### config.mk
export PLATFORM = sky130hd
export DESIGN_NAME = sorted_table_binary_search
export DESIGN_NICKNAME = d
export VERILOG_FILES = /design/src/stbs_pkg.sv /design/src/stbs_ctrl.sv /design/src/stbs_dpath.sv /design/src/sorted_table_binary_search.sv
export SDC_FILE = /design/constraint.sdc
export NUM_CORES = 1
export LEC_CHECK = 0
export ABC_AREA = 1
export ABC_CLOCK_PERIOD_IN_PS = 2900
export BUFFER_PORTS_ARGS = -buffer_cell sky130_fd_sc_hd__buf_4
export CORE_UTILIZATION = 55
export DETAILED_ROUTE_END_ITERATION = 8
export PLACE_DENSITY_LB_ADDON = 0.05
export RECOVER_POWER = 100
export SLEW_MARGIN = 20
export SYNTH_ARGS = -nofsm -noshare
export SYNTH_HDL_FRONTEND = slang
export SYNTH_SLANG_ARGS = --single-unit
### constraint.sdc
create_clock -name clk -period 2.9 [get_ports clk]
set_clock_uncertainty 0.15 [all_clocks]
set_input_delay 0.435 -clock clk [delete_from_list [all_inputs] [get_ports clk]]
set_output_delay 0.435 -clock clk [all_outputs]
set_load 0.05 [all_outputs]
### src/stbs_pkg.sv
`timescale 1ns / 1ps
`default_nettype none

package stbs_pkg;

	// operation codes of an input beat
	localparam logic OP_LOAD   = 1'b0;
	localparam logic OP_SEARCH = 1'b1;

	// configuration register indexes (word addresses)
	localparam logic REG_ELEMENT_COUNT = 1'b0;

	localparam int unsigned COUNT_W = 5;
	localparam int unsigned INDEX_W = 4;
	localparam int unsigned VALUE_W = 32;

	typedef struct packed {
		logic                      opcode;
		logic [INDEX_W-1:0]        entry_index;
		logic signed [VALUE_W-1:0] data_value;
	} stbs_in_t;

	typedef struct packed {
		logic               found;
		logic [INDEX_W-1:0] position;
	} stbs_out_t;

	// controller to datapath
	typedef struct packed {
		logic wr_en;
		logic init;
		logic rd_en;
		logic step_left;
		logic step_right;
		logic emit_hit;
		logic emit_miss;
	} stbs_cmd_t;

	// datapath to controller
	typedef struct packed {
		logic empty;
		logic eq;
		logic gt;
	} stbs_sts_t;

endpackage

`default_nettype wire

### src/stbs_ctrl.sv
`timescale 1ns / 1ps
`default_nettype none

module stbs_ctrl
	import stbs_pkg::*;
(
	input  wire logic      clk,
	input  wire logic      arst_n,
	input  wire logic      start,
	input  wire logic      opcode,
	input  wire stbs_sts_t sts,
	output stbs_cmd_t      cmd,
	output logic           busy
);

	typedef enum logic [1:0] {
		S_IDLE,
		S_PROBE,
		S_CMP
	} state_t;

	state_t state_q;
	logic   busy_q;
	logic   accept;

	assign accept = start && !busy_q;
	assign busy   = busy_q;

	always_comb begin
		cmd            = '0;
		cmd.wr_en      = accept && (opcode == OP_LOAD);
		cmd.init       = accept && (opcode == OP_SEARCH);
		case (state_q)
			S_PROBE: begin
				cmd.rd_en     = !sts.empty;
				cmd.emit_miss = sts.empty;
			end
			S_CMP: begin
				cmd.emit_hit   = sts.eq;
				cmd.step_left  = !sts.eq && sts.gt;
				cmd.step_right = !sts.eq && !sts.gt;
			end
			default: begin
			end
		endcase
	end

	always_ff @(posedge clk or negedge arst_n) begin
		if (!arst_n) begin
			state_q <= S_IDLE;
			busy_q  <= 1'b0;
		end else begin
			case (state_q)
				S_IDLE: begin
					if (accept && (opcode == OP_SEARCH)) begin
						state_q <= S_PROBE;
						busy_q  <= 1'b1;
					end
				end
				S_PROBE: begin
					if (sts.empty) begin
						state_q <= S_IDLE;
						busy_q  <= 1'b0;
					end else begin
						state_q <= S_CMP;
					end
				end
				S_CMP: begin
					if (sts.eq) begin
						state_q <= S_IDLE;
						busy_q  <= 1'b0;
					end else begin
						state_q <= S_PROBE;
					end
				end
				default: begin
					state_q <= S_IDLE;
					busy_q  <= 1'b0;
				end
			endcase
		end
	end

	a_search_enters_probe: assert property (@(posedge clk) disable iff (!arst_n)
		(start && !busy && (opcode == OP_SEARCH)) |=> (state_q == S_PROBE))
		else $error("accepted search did not start probing");

	a_busy_tracks_state: assert property (@(posedge clk) disable iff (!arst_n)
		busy_q == (state_q != S_IDLE))
		else $error("busy out of step with state");

	a_single_result: assert property (@(posedge clk) disable iff (!arst_n)
		(cmd.emit_hit || cmd.emit_miss) |=> !(cmd.emit_hit || cmd.emit_miss))
		else $error("two results from one search");

endmodule

`default_nettype wire

### src/stbs_dpath.sv
`timescale 1ns / 1ps
`default_nettype none

module stbs_dpath
	import stbs_pkg::*;
#(
	parameter int unsigned TABLE_DEPTH = 16,
	parameter int unsigned ENTRY_WIDTH = 32
) (
	input  wire logic               clk,
	input  wire logic               arst_n,
	input  wire stbs_in_t           item,
	input  wire logic [COUNT_W-1:0] element_count,
	input  wire stbs_cmd_t          cmd,
	output stbs_sts_t               sts,
	output stbs_out_t               result,
	output logic                    done
);

	localparam int unsigned IdxW = $clog2(TABLE_DEPTH);
	localparam int unsigned CntW = $clog2(TABLE_DEPTH + 1);

	logic [ENTRY_WIDTH-1:0]        mem [TABLE_DEPTH];
	logic signed [ENTRY_WIDTH-1:0] key_q;
	logic signed [ENTRY_WIDTH-1:0] rd_q;
	logic [CntW-1:0]               first_q;
	logic [CntW-1:0]               lim_q;
	logic [IdxW-1:0]               mid_q;
	logic                          done_q;
	stbs_out_t                     res_q;

	logic [CntW-1:0] cnt_eff;
	logic [CntW-1:0] span;
	logic [CntW-1:0] mid_w;
	logic            wr_ok;

	// counts above the table depth saturate
	assign cnt_eff = (32'(element_count) > TABLE_DEPTH) ? CntW'(TABLE_DEPTH)
	                                                    : CntW'(element_count);
	assign wr_ok   = 32'(item.entry_index) < TABLE_DEPTH;

	// mid = first + (last - first) / 2 with last = lim - 1
	assign span  = lim_q - CntW'(1) - first_q;
	assign mid_w = first_q + (span >> 1);

	assign sts.empty = !(first_q < lim_q);
	assign sts.eq    = (rd_q == key_q);
	assign sts.gt    = (rd_q > key_q);

	always_ff @(posedge clk) begin
		if (cmd.wr_en && wr_ok) begin
			mem[IdxW'(item.entry_index)] <= ENTRY_WIDTH'(item.data_value);
		end
	end

	always_ff @(posedge clk) begin
		if (cmd.rd_en) begin
			rd_q <= mem[mid_w[IdxW-1:0]];
		end
	end

	always_ff @(posedge clk) begin
		if (cmd.init) begin
			key_q   <= ENTRY_WIDTH'(item.data_value);
			first_q <= '0;
			lim_q   <= cnt_eff;
		end else if (cmd.step_left) begin
			lim_q   <= CntW'(mid_q);
		end else if (cmd.step_right) begin
			first_q <= CntW'(mid_q) + CntW'(1);
		end
		if (cmd.rd_en) begin
			mid_q <= mid_w[IdxW-1:0];
		end
		if (cmd.emit_hit) begin
			res_q.found    <= 1'b1;
			res_q.position <= INDEX_W'(mid_q);
		end else if (cmd.emit_miss) begin
			res_q.found    <= 1'b0;
			res_q.position <= '0;
		end
	end

	always_ff @(posedge clk or negedge arst_n) begin
		if (!arst_n) begin
			done_q <= 1'b0;
		end else begin
			done_q <= cmd.emit_hit || cmd.emit_miss;
		end
	end

	assign done   = done_q;
	assign result = res_q;

	a_miss_position_zero: assert property (@(posedge clk) disable iff (!arst_n)
		(done && !result.found) |-> (result.position == '0))
		else $error("miss reported a non-zero position");

	a_probe_in_range: assert property (@(posedge clk) disable iff (!arst_n)
		cmd.rd_en |-> ((mid_w < lim_q) && (mid_w >= first_q)))
		else $error("probe outside the search range");

	a_init_range: assert property (@(posedge clk) disable iff (!arst_n)
		cmd.init |=> ((first_q == '0) && (lim_q <= CntW'(TABLE_DEPTH))))
		else $error("search range badly initialised");

endmodule

`default_nettype wire

### src/sorted_table_binary_search.sv
// loads: a load beat is written at its accept edge and gives no result
// search: probe (table read) and compare states alternate after acceptance; a hit
//   is emitted in compare, a miss in an empty probe; at most 5 probes for 16 entries
// throughput: one beat per cycle for loads while not busy; a search holds busy
//   until its result, each probe a table read then a compare; receiver cannot stall
// reset: arst_n clears the controller, result strobe and element_count; table undefined
`timescale 1ns / 1ps
`default_nettype none

module sorted_table_binary_search
	import stbs_pkg::*;
#(
	parameter int unsigned TABLE_DEPTH = 16,
	parameter int unsigned ENTRY_WIDTH = 32
) (
	input  wire logic        clk,
	input  wire logic        arst_n,
	// command side
	input  wire logic        start,
	output logic             busy,
	input  wire stbs_in_t    item,
	// result side, one-cycle strobe
	output logic             done,
	output stbs_out_t        result,
	// configuration port
	input  wire logic        psel,
	input  wire logic        penable,
	input  wire logic        pwrite,
	input  wire logic [2:0]  paddr,
	input  wire logic [31:0] pwdata,
	output logic [31:0]      prdata,
	output logic             pready
);

	logic [COUNT_W-1:0] count_q;
	logic               cfg_wr;
	stbs_cmd_t          cmd;
	stbs_sts_t          sts;

	// register write completes in the access phase; no wait states
	assign pready = 1'b1;
	assign cfg_wr = psel && penable && pwrite && pready;

	always_ff @(posedge clk or negedge arst_n) begin
		if (!arst_n) begin
			count_q <= '0;
		end else if (cfg_wr && (paddr[2] == REG_ELEMENT_COUNT)) begin
			count_q <= pwdata[COUNT_W-1:0];
		end
	end

	// reads of unmapped words return zero
	assign prdata = (paddr[2] == REG_ELEMENT_COUNT) ? 32'(count_q) : '0;

	// sequencer: idle, probe (issue table read), compare (narrow the range)
	stbs_ctrl u_ctrl (
		.clk    (clk),
		.arst_n (arst_n),
		.start  (start),
		.opcode (item.opcode),
		.sts    (sts),
		.cmd    (cmd),
		.busy   (busy)
	);

	// table memory, search bounds, comparator and result register
	stbs_dpath #(
		.TABLE_DEPTH (TABLE_DEPTH),
		.ENTRY_WIDTH (ENTRY_WIDTH)
	) u_dpath (
		.clk           (clk),
		.arst_n        (arst_n),
		.item          (item),
		.element_count (count_q),
		.cmd           (cmd),
		.sts           (sts),
		.result        (result),
		.done          (done)
	);

endmodule

`default_nettype wire

# [Word-level counts from Yosys, hierarchy flattened]
# Memory sizes are Yosys's and may differ from the RTL's. A register that Yosys moved wholly into a read port is not among the register bits.
# Index checks and enable logic that the tools add are counted.
[totals] ramBits=512 mem_count=1 wordCells=64 in_bits=78 regBits=60
[mem_list] memory="u_dpath.mem" words=16 width=32 rd=1 rd_ports_with_merged_regs=1 write_ports=1 line_no="stbs_dpath.sv:23" rtl="logic [ENTRY_WIDTH-1:0] mem [TABLE_DEPTH];"
[op_classes] muxes=19 eq_ne=6 n_reduce_logical=18 magnitude_cmp=3 bitwise=3 n_addsub=4
[ops] operator="$eq A32 B32 Y1" n=1
[ops] operator="$gt A32 B32 Y1" n=1
[ops] operator="$mux W5" n=4
[ops] operator="$logic_and A1 B1 Y1" n=8
[ops] operator="$mux W1" n=8
[ops] operator="$mux W4" n=2
[ops] operator="$pmux W2 S3" n=1
[ops] operator="$add A4 B1 Y5 const B" n=1
[ops] operator="$gt A5 B5 Y1 const B" n=1
[ops] operator="$lt A5 B5 Y1" n=1
[ops] operator="$sub A5 B1 Y5 const B" n=1
[ops] operator="$sub A5 B5 Y5" n=1
[ops] operator="$add A4 B4 Y4" n=1
[ops] operator="$logic_not A1 Y1" n=4
[ops] operator="$mux W2" n=2
[ops] operator="$ne A2 B2 Y1 const B" n=2
[ops] operator="$reduce_bool A2 Y1" n=2
[ops] operator="$mux W3" n=1
[ops] operator="$not A1 Y1" n=3
[ops] operator="$pmux W1 S3" n=1
[ops] operator="$reduce_and A3 Y1" n=1
[ops] operator="$eq A2 B1 Y1 const B" n=1
[ops] operator="$eq A2 B2 Y1 const B" n=1
[ops] operator="$logic_not A2 Y1" n=1
[ops] operator="other kinds (3)" n=3

# [Logic depth before layout (Yosys ltp)]
[depth] word_depth=6 ltp_mapped=18

# [Hierarchy]
# A second synthesis with hierarchy kept.
[unflattened] hier_cells=1782 area_unflattened_um2=25002.7
[by_module_without_submodules] module="stbs_dpath" area_each_um2=24339.6 n_inst=1 cells_per_inst=1689
[by_module_without_submodules] module="sorted_table_binary_search" area_each_um2=476.7 n_inst=1 cells_per_inst=65
[by_module_without_submodules] module="stbs_ctrl" area_each_um2=186.4 n_inst=1 cells_per_inst=28

# [Least setup slack after synthesis]
# No wires, ideal clock.
[synth_path] path_type="register to register" from="register u_dpath.first_q[0]" to="register u_dpath.rd_q[18] (read register of u_dpath.mem), data pin" path_buffers=2 arrival_ps=2707 setup_time_ps=264 period_less_slack_ps=3121 path_slack_ps=-221 required_time_ps=2486 stages_incl_launch_ff=16 cell_sequence="dfxtp_1 inv_1 nand2_1 fa_1 xnor2_1 inv_1 fa_1 clkbuf_1 clkbuf_1 a21oi_1 o21ai_0 o21ai_0 nand2_1 nand2_1 nor2_1 a31oi_1"
[synth_between] elab_chain_cells=2 word_cells_on_any_way=4 cone_classes="add/sub (2); order compare (1); mux (1)"
[synth_lines] item="start: declaration" line_no="stbs_dpath.sv:26" rtl="logic [CntW-1:0] first_q;"
[synth_lines] item="start signal: assignment" line_no="stbs_dpath.sv:70" rtl="first_q <= CntW'(mid_q) + CntW'(1);"
[synth_lines] item="$sub A5 B5 Y5 or $lt A5 B5 Y1 (tied branches)" line_no="stbs_dpath.sv:43, stbs_dpath.sv:46"
[synth_lines] item="$add A4 B4 Y4 or $mux W1 (tied branches)" line_no="stbs_dpath.sv:44, stbs_ctrl.sv:33"
[synth_lines] item="end: declaration" line_no="stbs_dpath.sv:25" rtl="logic signed [ENTRY_WIDTH-1:0] rd_q;"
# Several ways; a longest one is shown, not always the timed one.
# A chain may end at the register's enable or synchronous reset.

# [Final worst setup path]
[layout_path] from="register u_dpath.lim_q[0]" to="register u_dpath.rd_q[21] (read register of u_dpath.mem), data pin"
[layout_between] elab_chain_cells=3 word_cells_on_any_way=5 cone_classes="add/sub (3); order compare (1); mux (1)"
[layout_lines] item="start: declaration" line_no="stbs_dpath.sv:27" rtl="logic [CntW-1:0] lim_q;"
[layout_lines] item="start signal: assignment" line_no="stbs_dpath.sv:66" rtl="lim_q <= cnt_eff;"
[layout_lines] item="start signal: assignment" line_no="stbs_dpath.sv:68" rtl="lim_q <= CntW'(mid_q);"
[layout_lines] item="$sub A5 B1 Y5" line_no="stbs_dpath.sv:43" rtl="assign span = lim_q - CntW'(1) - first_q;"
[layout_lines] item="$sub A5 B5 Y5" line_no="stbs_dpath.sv:43"
[layout_lines] item="$add A4 B4 Y4" line_no="stbs_dpath.sv:44" rtl="assign mid_w = first_q + (span >> 1);"
# Several ways; a longest one is shown, not always the timed one.

==> reports/results.txt <==
Routed wire per std cell -> 20.9 um
Met2 Routed Length -> 28.5 mm
total of max-cap violations -> 0
number of warnings issued by yosys -> 0
worst-path cell chain -> nand2_2, fa_2, inv_2, ha_4, inv_2, fa_4, buf_6, inv_8, buf_12, clkbuf_16, o21ai_2, nand2_1, nand2_1, nor2_1, a31oi_1
filler cell count in the final layout -> 3417
core box area -> 45300 um^2
die area -> 46600 um^2
number of enable flip-flop cells after synthesis -> 589
HPWL after detailed placement -> 30.3 mm
post-route minimum period -> 3.29 ns
primary flip-flop cell chosen by synthesis mapping -> sky130_fd_sc_hd__edfxtp_1
number of antenna violations at the first check in global routing -> 0
delay of the slowest cell on the worst path -> 0.88 ns
Hold WS -> 0.166 ns
cell type of the slowest stage on the worst timing path -> sky130_fd_sc_hd__fa_4
required time reported for the critical path endpoint -> 3.19 ns
total DRC errors in the routed layout -> 0
Post-Synthesis Mean Instance Area -> 13.2 um^2
clock transition at the registers of the reported paths -> 0.06 ns
max-slew violation count -> 0
pin count of the biggest net entering global routing -> 48
final worst-path setup slack -> -0.393 ns
layout overhead on the synthesized area -> 18.0%
Net count, final -> 2230
most common library cell in the layout ignoring fill and taps -> sky130_fd_sc_hd__edfxtp_1
CP top delay family -> adder cells
unrepaired setup endpoints after global routing -> yes
count of state elements after synthesis -> 604
highest achievable clock rate -> 304 MHz
relative slew slack -> 9.29%
Iter 0 DRT Violations -> 1311
number of global-route vias before repair -> 14700
FF+latch area -> 18000 um^2
number of antenna cells inserted -> 0
data arrival time at the worst-slack endpoint -> 3.58 ns
outcome -> finished with violations
total vias in the final route -> 15000
CTS tree -> done
number of I/O port buffers -> 60
distinct cell type count of the synthesized netlist -> 39
number of I/O pins -> 118
Syn Inst Count -> 1912
most frequent cells in the layout -> sky130_fd_sc_hd__edfxtp_1, sky130_fd_sc_hd__nand2_1, sky130_fd_sc_hd__inv_1, sky130_fd_sc_hd__o21ai_0, sky130_fd_sc_hd__a21oi_1
ratio of final minimum period to clock period -> 114%
total global-route track usage -> 24.9%
crit path kind -> reg -> reg
area taken by multi-input logic gates -> 6080 um^2
routed wire length on met3 -> 2.78 mm
violated checks -> negative setup slack
H-tree levels -> 2
sum of overflow across all layers after global routing -> 0
layout cell share with drive strength beyond 1 -> 13.9%
Antenna Nets Post-Route -> 0
Crit path buffers/inverters -> 6
sinks on the clock net -> 604
total length of routed wires -> 57.6 mm
post-synthesis instance area -> 25200 um^2
clk_lat worst skew -> 0.60 ns
highest metal layer with signal wires -> met4
first-pass GRT wire length -> 86.5 mm
proportion of synthesized chip area in sequential cells -> 71.7%
Die Y-Extent -> 216 um
post-detailed-placement cell area -> 27200 um^2
clock buffers created by TritonCTS -> 59
maximum buffer depth of the clock tree -> 3
initial core utilization -> 55.6%
kind of capture point of the worst setup path -> flip-flop
met1 layer wirelength in the final routing -> 24.9 mm
Setup-failing EPs final -> 34
cell at the root of the clock tree -> sky130_fd_sc_hd__clkbuf_16
Critical Path Source Type -> flip-flop
drt first pass iters -> 6
average via count per standard cell -> 5.46
endpoints failing hold -> 0
Placement Rows -> 78
post-route design area -> 29700 um^2
die extent in x -> 216 um
fin util -> 65.6%
measured slew at the worst slew-check pin -> 1.36 ns
final estimated routing congestion in global placement -> 0.779
Worst Path Max Fanout -> 9
path class of the lowest-slack min-delay path -> in -> async
proportion of synthesized flip-flops having asynchronous set or reset -> 1.49%
==> through the flow <==
stage	worst slack, ns	TNS, ns	instances
2_1_floorplan	-0.192	-98.29	1938
3_3_place_gp	-0.543	-14.38	2579
3_5_place_dp	-0.568	-15.12	2579
4_1_cts	-0.321	-9.08	2739
5_1_grt	-0.515	-17.47	2753
6_report	-0.393	-10.94	2753
==> per-layer routing <==
layer | vias up | track usage, %
li1 | 7147 | -
met3 | 91 | 3.23
met4 | 0 | 8.15
met2 | 379 | 41.9
met5 | - | 0
met1 | 7415 | 33.6
==> worst reg2reg max path: stages (launching register included) <==
cell and delay, ns:
sky130_fd_sc_hd__edfxtp_1 0.39, sky130_fd_sc_hd__nand2_2 0.09, sky130_fd_sc_hd__fa_2 0.44, sky130_fd_sc_hd__inv_2 0.07, sky130_fd_sc_hd__ha_4 0.13, sky130_fd_sc_hd__inv_2 0.04, sky130_fd_sc_hd__fa_4 0.88, sky130_fd_sc_hd__buf_6 0.14
sky130_fd_sc_hd__inv_8 0.04, sky130_fd_sc_hd__buf_12 0.15, sky130_fd_sc_hd__clkbuf_16 0.17, sky130_fd_sc_hd__o21ai_2 0.11, sky130_fd_sc_hd__nand2_1 0.06, sky130_fd_sc_hd__nand2_1 0.06, sky130_fd_sc_hd__nor2_1 0.04, sky130_fd_sc_hd__a31oi_1 0.16
==> cells by family (layout without fill, tap and decap cells) <==
kind of cell / Yosys count / in the layout / synth area share [%]
buffers and inverters: 330 / 545 / 6.03
AOI/OAI and AO/OA: 455 / 455 / 9.27
adders and majority gates: 45 / 45 / 2.30
other: 2 / 28 / 0.0298
muxes: 128 / 128 / 5.09
DFF: 604 / 604 / 71.7
and+or+nand+nor: 342 / 342 / 5.41
xor gates and xnor gates: 6 / 6 / 0.209
==> synth_stat cells, drive strengths merged (2+ instances only) <==
library cell | count | share of area [%]
buf | 78 | 2.2
fa | 2 | 0.16
inv | 209 | 3.1
nor2 | 82 | 1.2
dfrtp | 9 | 0.90
xor2 | 3 | 0.10
clkbuf | 42 | 0.66
ha | 43 | 2.1
a31oi | 33 | 0.82
nand3 | 18 | 0.40
nor3 | 4 | 0.099
a21oi | 150 | 3.0
edfxtp | 589 | 70
xnor2 | 3 | 0.10
conb | 2 | 0.030
mux2i | 128 | 5.1
nand2 | 226 | 3.4
nand4 | 9 | 0.22
dfxtp | 6 | 0.48
o21ai | 267 | 5.3
==> cell type report <==
| type | count | share of cell area [%] |
|---|---|---|
| multi-input cells | 1004 | 20.5 |
| clock buffers | 72 | 5.14 |
| well taps | 600 | 2.53 |
| clock inverters | 35 | 1.15 |
| repair buffers | 228 | 7.28 |
| flip-flops and latches | 604 | 60.8 |
| inverters | 210 | 2.68 |
==> state kept, by name (all words and copies together), names as in the netlist <==
signal,cells
count_q,5
u_ctrl.busy,1
u_ctrl.state_q,2
u_dpath.done,1
u_dpath.first_q,5
u_dpath.key_q,32
u_dpath.lim_q,5
u_dpath.mem,512
u_dpath.mid_q,4
u_dpath.rd_q,32
u_dpath.result,5
==> worst paths after layout <==
path / start / to / slack [ns] / cells after the start
max: u_dpath.lim_q[0] / u_dpath.rd_q[21] / -0.39 / 15
min: arst_n / count_q[2] / 0.17 / 2
max reg2reg: u_dpath.lim_q[0] / u_dpath.rd_q[21] / -0.39 / 15
min reg2reg: u_dpath.result[4] / u_dpath.result[4] / 0.31 / 2
max in group asynchronous: arst_n / u_ctrl.state_q[1] / 2.10 / 2
min in group clk: pwrite / count_q[4] / 0.23 / 3
==> repair_timing <==
item                       4_1_cts  5_1_grt
hold endpoints to repair       546        0
gates resized for setup        136       80
setup buffers                   12       12
pin swaps                       30       17
setup endpoints to repair       35       34
gates cloned                     3        5
hold buffers                    38        0
Power is not shown: default switching activity piles up to over one toggle a cycle in this logic, so the estimate is an artifact.
